File: config.mk
export PLATFORM = sky130hd
export DESIGN_NAME = modular_inverse_ext_euclid
export DESIGN_NICKNAME = d
export VERILOG_FILES = /design/src/mie_pkg.sv /design/src/mie_seq.sv /design/src/modular_inverse_ext_euclid.sv
export SDC_FILE = /design/constraint.sdc
export NUM_CORES = 1
export LEC_CHECK = 0
export BUFFER_PORTS_ARGS = -buffer_cell sky130_fd_sc_hd__clkbuf_2
export CORE_MARGIN = 2
export CORE_UTILIZATION = 30
export CTS_BUF_LIST = sky130_fd_sc_hd__clkbuf_8
export CTS_CLUSTER_SIZE = 12
export DETAILED_ROUTE_END_ITERATION = 7
export PLACE_DENSITY = 0.46
export SKIP_LAST_GASP = 1
export SYNTH_ARGS = -nofsm -noshare
export SYNTH_HDL_FRONTEND = slang
export SYNTH_HIERARCHICAL = 1
export SYNTH_SLANG_ARGS = --single-unit
export TNS_END_PERCENT = 100
File: constraint.sdc
create_clock -name clk -period 5.7 [get_ports clk]
set_input_delay 0.57 -clock clk [delete_from_list [all_inputs] [get_ports clk]]
set_output_delay 0.57 -clock clk [all_outputs]
set_load 0.02 [all_outputs]
File: src/mie_pkg.sv
// Package for the extended Euclidean modular inverse block.
// Holds the data width, the beat types, the sequencer step codes and the microcode table.
// No dependencies.
`timescale 1ns / 1ps

package mie_pkg;

    // Width of value, modulus, inverse and divisor.
    localparam int DATA_WIDTH = 32;
    // Coefficients are signed and stay within plus or minus twice the modulus.
    localparam int COEF_WIDTH = DATA_WIDTH + 2;
    // The division loop counter counts from DATA_WIDTH - 1 down to zero.
    localparam int CNT_WIDTH = $clog2(DATA_WIDTH);

    typedef struct packed {
        logic [DATA_WIDTH-1:0] value;
        logic [DATA_WIDTH-1:0] modulus;
    } operand_t;

    typedef struct packed {
        logic [DATA_WIDTH-1:0] inverse;
        logic [DATA_WIDTH-1:0] divisor;
    } result_t;

    // Program steps, which are also the addresses of the microcode table.
    typedef enum logic [2:0] {
        ST_IDLE,
        ST_TEST,
        ST_DIV_INIT,
        ST_DIV_STEP,
        ST_FOLD,
        ST_UPDATE,
        ST_FINISH
    } step_t;

    // Jump conditions.
    typedef enum logic [2:0] {
        C_NEVER,
        C_ALWAYS,
        C_NO_START,
        C_REM_ZERO,
        C_CNT_NZ
    } cond_t;

    // One control word of the program.
    typedef struct packed {
        logic  load;
        logic  div_init;
        logic  div_step;
        logic  fold;
        logic  update;
        logic  done;
        logic  cnt_load;
        cond_t cond;
        step_t target;
    } ctrl_t;

    // Status from the datapath that the jump conditions test.
    typedef struct packed {
        logic start;
        logic rem_zero;
    } seq_flags_t;

    function automatic ctrl_t rom_word(input step_t step);
        ctrl_t w;
        w = '0;
        case (step)
            ST_IDLE:
            begin
                w.load   = 1'b1;
                w.cond   = C_NO_START;
                w.target = ST_IDLE;
            end
            ST_TEST:
            begin
                w.cond   = C_REM_ZERO;
                w.target = ST_FINISH;
            end
            ST_DIV_INIT:
            begin
                w.div_init = 1'b1;
                w.cnt_load = 1'b1;
                w.cond     = C_NEVER;
                w.target   = ST_IDLE;
            end
            ST_DIV_STEP:
            begin
                w.div_step = 1'b1;
                w.cond     = C_CNT_NZ;
                w.target   = ST_DIV_STEP;
            end
            ST_FOLD:
            begin
                w.fold   = 1'b1;
                w.cond   = C_NEVER;
                w.target = ST_IDLE;
            end
            ST_UPDATE:
            begin
                w.update = 1'b1;
                w.cond   = C_ALWAYS;
                w.target = ST_TEST;
            end
            ST_FINISH:
            begin
                w.done   = 1'b1;
                w.cond   = C_ALWAYS;
                w.target = ST_IDLE;
            end
            default:
            begin
                w.cond   = C_ALWAYS;
                w.target = ST_IDLE;
            end
        endcase
        return w;
    endfunction

endpackage

File: src/mie_seq.sv
// Microcode sequencer: step counter, division loop counter and the control table lookup.
// Depends on mie_pkg for the step codes, jump conditions and the table.
`timescale 1ns / 1ps

module mie_seq
    import mie_pkg::*;
(
    input  logic       clk,
    input  logic       rst_n,
    input  seq_flags_t flags,
    output ctrl_t      ctrl,
    output logic       busy
);

    step_t                pc_reg;
    step_t                pc_next;
    logic [CNT_WIDTH-1:0] cnt_reg;
    logic [CNT_WIDTH-1:0] cnt_next;
    ctrl_t                word;
    logic                 take;

    assign word = rom_word(pc_reg);

    // Next step and loop counter.
    always_comb
    begin
        case (word.cond)
            C_NEVER:    take = 1'b0;
            C_ALWAYS:   take = 1'b1;
            C_NO_START: take = ~flags.start;
            C_REM_ZERO: take = flags.rem_zero;
            C_CNT_NZ:   take = (cnt_reg != '0);
            default:    take = 1'b0;
        endcase

        if (take)
        begin
            pc_next = word.target;
        end
        else
        begin
            pc_next = step_t'(3'(pc_reg + 3'd1));
        end

        cnt_next = cnt_reg;
        if (word.cnt_load)
        begin
            cnt_next = CNT_WIDTH'(DATA_WIDTH - 1);
        end
        else if (word.div_step)
        begin
            cnt_next = cnt_reg - 1'b1;
        end
    end

    // Outputs.
    always_comb
    begin
        ctrl = word;
        busy = (pc_reg != ST_IDLE);
    end

    always_ff @(posedge clk or negedge rst_n)
    begin
        if (!rst_n)
        begin
            pc_reg  <= ST_IDLE;
            cnt_reg <= '0;
        end
        else
        begin
            pc_reg  <= pc_next;
            cnt_reg <= cnt_next;
        end
    end

endmodule

File: src/modular_inverse_ext_euclid.sv
// Top level of the extended Euclidean modular inverse block: datapath and output register.
// Depends on mie_pkg and on the sequencer mie_seq.
`timescale 1ns / 1ps

// A beat is accepted when start is high while busy is low; busy then stays high until the
// result is ready. The result beat (inverse and divisor) appears on result for exactly one
// cycle with done high, and the receiver cannot stall it, so it must take the beat in that
// cycle. Each Euclid iteration runs a test of the remainder, a divider setup, a one-bit-per-cycle
// restoring divider that also builds the product of quotient and coefficient bit by bit, a
// step that folds in the last quotient bit and a step that updates the remainders and
// coefficients. A new beat can be accepted in the cycle that done is shown. For 32 bits
// the iteration count is at most 46 (a pair of consecutive Fibonacci numbers, plus one
// step when value is below the modulus); a zero modulus goes from the remainder test
// straight to the finish step. A divisor of one means inverse is the modular inverse of
// value; otherwise no inverse exists. A zero modulus returns inverse 1 and divisor equal
// to value.
module modular_inverse_ext_euclid
    import mie_pkg::*;
(
    input  logic     clk,
    input  logic     rst_n,
    input  logic     start,
    output logic     busy,
    input  operand_t operand,
    output logic     done,
    output result_t  result
);

    localparam int W = DATA_WIDTH;

    ctrl_t      ctrl;
    seq_flags_t flags;

    // Remainder pair, original modulus and the two Bezout coefficients of value.
    logic [W-1:0]          rem_hi_reg, rem_hi_next;
    logic [W-1:0]          rem_lo_reg, rem_lo_next;
    logic [W-1:0]          mod_reg, mod_next;
    logic [COEF_WIDTH-1:0] cp_reg, cp_next;
    logic [COEF_WIDTH-1:0] cc_reg, cc_next;

    // Divider: partial remainder, dividend shift register, last quotient bit, and the
    // running product of quotient and current coefficient.
    logic [W-1:0]          pr_reg, pr_next;
    logic [W-1:0]          dv_reg, dv_next;
    logic                  qbit_reg, qbit_next;
    logic [COEF_WIDTH-1:0] prod_reg, prod_next;

    result_t               result_reg, result_next;
    logic                  done_reg, done_next;

    logic [W:0]            trial;
    logic [W+1:0]          diff;
    logic                  fits;
    logic [COEF_WIDTH-1:0] prod_acc;
    logic [COEF_WIDTH-1:0] coef_adj;

    assign flags.start    = start;
    assign flags.rem_zero = (rem_lo_reg == '0);

    mie_seq u_seq (
        .clk   (clk),
        .rst_n (rst_n),
        .flags (flags),
        .ctrl  (ctrl),
        .busy  (busy)
    );

    // One restoring division step: bring down the next dividend bit and subtract the
    // divisor when it fits.
    assign trial = {pr_reg, dv_reg[W-1]};
    assign diff  = {1'b0, trial} - {2'b00, rem_lo_reg};
    assign fits  = ~diff[W+1];

    // The product is built most significant quotient bit first from the divider's registered
    // quotient bit, so each cycle holds only a shift and one add.
    assign prod_acc = {prod_reg[COEF_WIDTH-2:0], 1'b0} + (qbit_reg ? cc_reg : '0);

    // A negative coefficient is brought into range by adding the modulus.
    assign coef_adj = cp_reg[COEF_WIDTH-1] ? (cp_reg + COEF_WIDTH'(mod_reg)) : cp_reg;

    always_comb
    begin
        rem_hi_next = rem_hi_reg;
        rem_lo_next = rem_lo_reg;
        mod_next    = mod_reg;
        cp_next     = cp_reg;
        cc_next     = cc_reg;
        pr_next     = pr_reg;
        dv_next     = dv_reg;
        qbit_next   = qbit_reg;
        prod_next   = prod_reg;
        result_next = result_reg;
        done_next   = 1'b0;

        if (ctrl.load && start)
        begin
            rem_hi_next = operand.value;
            rem_lo_next = operand.modulus;
            mod_next    = operand.modulus;
            cp_next     = COEF_WIDTH'(1);
            cc_next     = '0;
        end

        if (ctrl.div_init)
        begin
            pr_next   = '0;
            dv_next   = rem_hi_reg;
            qbit_next = 1'b0;
            prod_next = '0;
        end

        if (ctrl.div_step)
        begin
            pr_next   = fits ? diff[W-1:0] : trial[W-1:0];
            dv_next   = {dv_reg[W-2:0], 1'b0};
            qbit_next = fits;
            prod_next = prod_acc;
        end

        if (ctrl.fold)
        begin
            prod_next = prod_acc;
        end

        if (ctrl.update)
        begin
            cc_next     = cp_reg - prod_reg;
            cp_next     = cc_reg;
            rem_hi_next = rem_lo_reg;
            rem_lo_next = pr_reg;
        end

        if (ctrl.done)
        begin
            result_next.inverse = coef_adj[W-1:0];
            result_next.divisor = rem_hi_reg;
            done_next           = 1'b1;
        end
    end

    always_ff @(posedge clk or negedge rst_n)
    begin
        if (!rst_n)
        begin
            done_reg <= 1'b0;
        end
        else
        begin
            done_reg <= done_next;
        end
    end

    always_ff @(posedge clk)
    begin
        rem_hi_reg <= rem_hi_next;
        rem_lo_reg <= rem_lo_next;
        mod_reg    <= mod_next;
        cp_reg     <= cp_next;
        cc_reg     <= cc_next;
        pr_reg     <= pr_next;
        dv_reg     <= dv_next;
        qbit_reg   <= qbit_next;
        prod_reg   <= prod_next;
        result_reg <= result_next;
    end

    assign done   = done_reg;
    assign result = result_reg;

endmodule

==> After elaboration in Yosys (flattened, before gate mapping) <==
Index checks and enable logic that the tools add are counted.
{ "op_classes": {"n_shift": 0, "add_sub_neg": 6, "div_mod_pow": 0, "muxes": 32, "reduce_logical": 9, "bitwise": 2, "multipliers": 0, "magnitude_cmp": 0, "n_eq_ne": 10} }
{ "op_table": {"columns": ["operator", "n"], "rows": [
  ["$mux W32", 10],
  ["$mux W34", 8],
  ["$add A34 B34 Y34", 1],
  ["$sub A33 B32 Y34", 1],
  ["$sub A34 B34 Y34", 1],
  ["$add A32 B32 Y32", 1],
  ["$logic_not A32 Y1", 1],
  ["$pmux W6 S5", 1],
  ["$eq A3 B2 Y1 const B", 4],
  ["$eq A3 B3 Y1 const B", 4],
  ["$mux W5", 2],
  ["$mux W1", 9],
  ["$eq A3 B1 Y1 const B", 2],
  ["$reduce_bool A3 Y1", 2],
  ["$reduce_bool A5 Y1", 1],
  ["$sub A5 B1 Y5 const B", 1],
  ["$pmux W1 S4", 1],
  ["$reduce_bool A2 Y1", 2],
  ["$add A3 B1 Y3 const B", 1],
  ["$logic_not A3 Y1", 1],
  ["$mux W3", 1],
  ["$not A1 Y1", 2],
  ["$reduce_or A2 Y1", 1],
  ["$logic_and A1 B1 Y1", 1]
]} }
{ "totals": {"out_inout_bits": 66, "memories": 0, "ramBits": 0, "latch_bits": 0, "elab_cells": 74, "inputBits": 67, "rom_bits": 0, "reg_bits": 336} }

==> Logic depth before layout (Yosys ltp) <==
{ "depth": {"word_depth": 6, "depth_mapped": 14, "mapped_depth_nobuf": 13} }

==> Modules after synthesis <==
The synthesis kept the hierarchy.
{ "modules_own_cells": {"columns": ["module", "area_each_um2", "seq_area_each_um2", "instances", "cells_each"], "rows": [
  ["modular_inverse_ext_euclid", 19193.4, 9834.4, 1, 1646],
  ["mie_seq", 661.9, 200.2, 1, 77]
]} }

==> Worst setup path before layout <==
OpenSTA, ideal clock, no wires.
{ "synth_timing": {"path_type": "register to register", "start": "register u_seq.pc_reg[1]", "end": "register cc_reg[0], enable pin", "stages_incl_launch_ff": 7, "n_path_buf": 0, "setup_ps": 435, "t_arrival_ps": 3579, "synth_period_minus_slack_ps": 4015, "t_required_ps": 5265, "slack_ps": 1685, "cell_sequence": "dfrtp_1 inv_1 ha_1 nand2_1 inv_1 and2_1 or2_2"} }
{ "synth_lines": {"columns": ["item", "line_no", "rtl"], "rows": [
  ["start, declared", "mie_seq.sv:15", "step_t pc_reg;"],
  ["start signal, assigned", "mie_seq.sv:72", "pc_reg <= pc_next;"],
  ["end signal, assigned", "modular_inverse_ext_euclid.sv:159", "cc_reg <= cc_next;"],
  ["end, declared", "modular_inverse_ext_euclid.sv:39", "logic [COEF_WIDTH-1:0] cc_reg, cc_next;"]
]} }

==> Worst setup path after layout <==
{ "layout_timing": {"start": "register rem_lo_reg[0]", "end": "register pr_reg[30] (data pin)"} }
{ "layout_via": {"elab_chain_len": 3} }
{ "layout_rtl": {"columns": ["item", "line_no", "rtl"], "rows": [
  ["start, declared", "modular_inverse_ext_euclid.sv:36", "logic [W-1:0] rem_lo_reg, rem_lo_next;"],
  ["start signal, assigned", "modular_inverse_ext_euclid.sv:156", "rem_lo_reg <= rem_lo_next;"],
  ["$sub A33 B32 Y34", "modular_inverse_ext_euclid.sv:71", "assign diff = {1'b0, trial} - {2'b00, rem_lo_reg};"],
  ["$mux W32", "modular_inverse_ext_euclid.sv:114", "pr_next = fits ? diff[W-1:0] : trial[W-1:0];"],
  ["$mux W32", "modular_inverse_ext_euclid.sv:112", "if (ctrl.div_step)"],
  ["end signal, assigned", "modular_inverse_ext_euclid.sv:160", "pr_reg <= pr_next;"],
  ["end, declared", "modular_inverse_ext_euclid.sv:43", "logic [W-1:0] pr_reg, pr_next;"]
]} }
No other way between the ends.
A chain may end at the register's enable or synchronous reset.

==> parameters.txt <==
Parameter                              Value

Timing
  Setup TNS ... 0 ns
  Portion of the clock cycle consumed by the worst path in the final layout ... 67.4%
  Unrepaired setup endpoints after global routing ... no
  Clock tree skew after final layout ... 0.0413 ns
  Final setup violation count ... 0
  Number of hold violations in the final report ... 0
  Post-route minimum period ... 3.84 ns
  Max-slew violation count ... 0
  Transition time of the tightest slew-check pin ... 1.07 ns
  Maximum operating frequency ... 0.260 GHz
  Normalized max-slew margin ... 28.4%
  Worst hold slack ... 0.112 ns

Clocking
  Clock transition time at the flip-flop clock pins of the worst setup and hold paths ... 0.06 ns
  Post_cts resized ... 0
  TritonCTS sink count ... 336
  Clock tree root driver cell ... sky130_fd_sc_hd__clkbuf_8
  Clock Tree Buf Depth ... 3
  Num CTS Buffers ... 60
  Clock tree from TritonCTS ... yes
  Maximum level of the CTS H-tree ... 2
  Clk_lat worst skew ... 0.69 ns

Setup path
  Kind of critical path ... reg -> reg
  Total number of cells along the worst setup path ... 12
  Most used cell, CP ... sky130_fd_sc_hd__a21oi_1
  Slowest library cell on the worst path ... sky130_fd_sc_hd__o211ai_1
  CP Data Required Time ... 6.08 ns
  Critical Path AT ... 4.22 ns
  Element type at the critical path start ... register
  Worst path bufs/invs ... 0
  CP peak stage delay ... 0.53 ns
  Worst-path maximum fanout ... 4
  Worst-case reg-to-reg path depth ... 12
  Crit path cell chain ... ha_1 > fa_1 > nand2b_1 > a21oi_1 > a21oi_1 > o211ai_1 > a21oi_1 > o31ai_1 > a2111o_1 > a31oi_1 > xor2_1 > o22ai_1
  CP endpoint kind ... register
  Cell class contributing the biggest share of worst-path delay ... compound AO/OA/AOI/OAI gates

Global routing
  Wire length of the first global-routing pass ... 82.1 mm
  Sum of overflow across all layers after global routing ... 0
  GRT Overall Usage ... 15.6%
  Largest net degree at the start of global routing ... 68
  Initial antenna violation count ... 4
  Number of global-route vias before repair ... 14,088

Routing
  Residual DRC ... 0
  Sum of routed wire length over all layers ... 53.2 mm
  Vias per inst ... 4.97
  Vias ... 13,905
  First-iteration detailed-routing DRC count ... 879
  Routed wire per std cell ... 19.0 microns
  Number of detailed-routing iterations run before antenna repair ... 5
  Remaining antenna violation count after routing ... 0

Placement
  Post-DP HPWL ... 38.5 mm
  Placed Area ... 21,500 sq um
  Port-buffer cells ... 132
  GPL Wtd Cong ... 0.847

Min path
  Hold Path Class ... in -> reg
  Worst Hold Depth ... 1

Logic synthesis
  Post-synthesis instance area ... 19,900 sq um
  Mean post-synth cell area ... 11.5 sq um
  Cells after Synth ... 1,722
  Mapped Nets ... 1,927
  Yosys warning total ... 6

Layout
  Final std cell area, no fill ... 22,600 sq um
  Nets@finish ... 2,088
  Most frequent standard cell in the layout excluding fill and tap cells ... sky130_fd_sc_hd__edfxtp_1
  Commonest cells after routing, fill and taps aside ... sky130_fd_sc_hd__edfxtp_1, sky130_fd_sc_hd__nor2_1, sky130_fd_sc_hd__ha_1, sky130_fd_sc_hd__clkbuf_2, sky130_fd_sc_hd__inv_1
  Number of filler instances in the final layout ... 6,628
  Share of cells above drive strength 1 ... 18.5%
  Number of flip-flops under the largest register name ... 64
  Synth-to-Final Area Change ... 13.9%

Floorplanning
  Area inside the core boundary ... 65,600 sq um
  Initial core utilization ... 30.2%
  Top Ports ... 133
  Die width ... 261 microns
  Row cnt ... 94
  Area of the die ... 68,200 sq um
  Overall die height ... 261 microns

Flow run
  Number of max-cap violations ... 0

Power and ir drop
  Maximum vdd ir drop ... 403 uV
  Total power per unit cell area ... 628 nW/um^2
  Total leakage power ... 9.12 nW

Outcome
  Outcome ... finished clean
-- through the flow --
step	std cells	setup WS, ns	util (%)	power [W]
after floorplan	1722	1.69	-	0.0102
after CTS	2795	1.89	34.4	0.0144
after global routing	2797	1.55	34.5	0.0154
final	2797	1.86	34.5	0.0142
after global placement	2684	2.03	32.7	0.0121
after detailed placement	2684	1.94	32.7	0.0121
-- area by class of cell --
class | count | area, sq um | area share (%)
clock inverter | 50 | 283 | 1.25
inverter | 103 | 387 | 1.71
timing repair buffer | 148 | 796 | 3.52
clock buffer | 60 | 826 | 3.65
tap | 864 | 1080 | 4.78
sequential | 336 | 10000 | 44.4
antenna | 2 | 5.00 | 0.0221
multi-input combinational | 1234 | 9200 | 40.7
-- report_power, final --
part | internal [W] | leakage [nW] | switching [W] | total, W
registers | 0.00405 | 3.19 | 0.000592 | 0.00464
clock network | 0.00108 | 0.632 | 0.00107 | 0.00215
logic | 0.00296 | 5.29 | 0.00446 | 0.00741
total | 0.00808 | 9.12 | 0.00612 | 0.0142
-- timing repair --
action,CTS,global route
endpoints found under the hold margin,9,0
hold buffers,1,0
setup buffers,0,0
-- per-layer routing --
metal / global-route usage [%] / wire length (microns) / vias to the layer above
met1: 21.9 / 25800 / 6804
met4: 4.85 / 1220 / 0
li1: - / - / 6716
met5: 0 / 0 / -
met3: 2.57 / 2380 / 72
met2: 24.6 / 23800 / 313
-- path summary, 6_finish.rpt --
| path | from | endpoint | slack (ns) |
|---|---|---|---|
| max in group asynchronous | rst_n | u_seq/cnt_reg[1] | 5.18 |
| worst min-delay path | operand[8] | mod_reg[8] | 0.11 |
| worst max-delay path | rem_lo_reg[0] | pr_reg[30] | 1.86 |
| worst min register to register | rem_hi_reg[24] | result[24] | 0.45 |
| min in group asynchronous | rst_n | u_seq/pc_reg[1] | 0.31 |
| worst max register to register | rem_lo_reg[0] | pr_reg[30] | 1.86 |
Power figures use the tool's default switching activity.
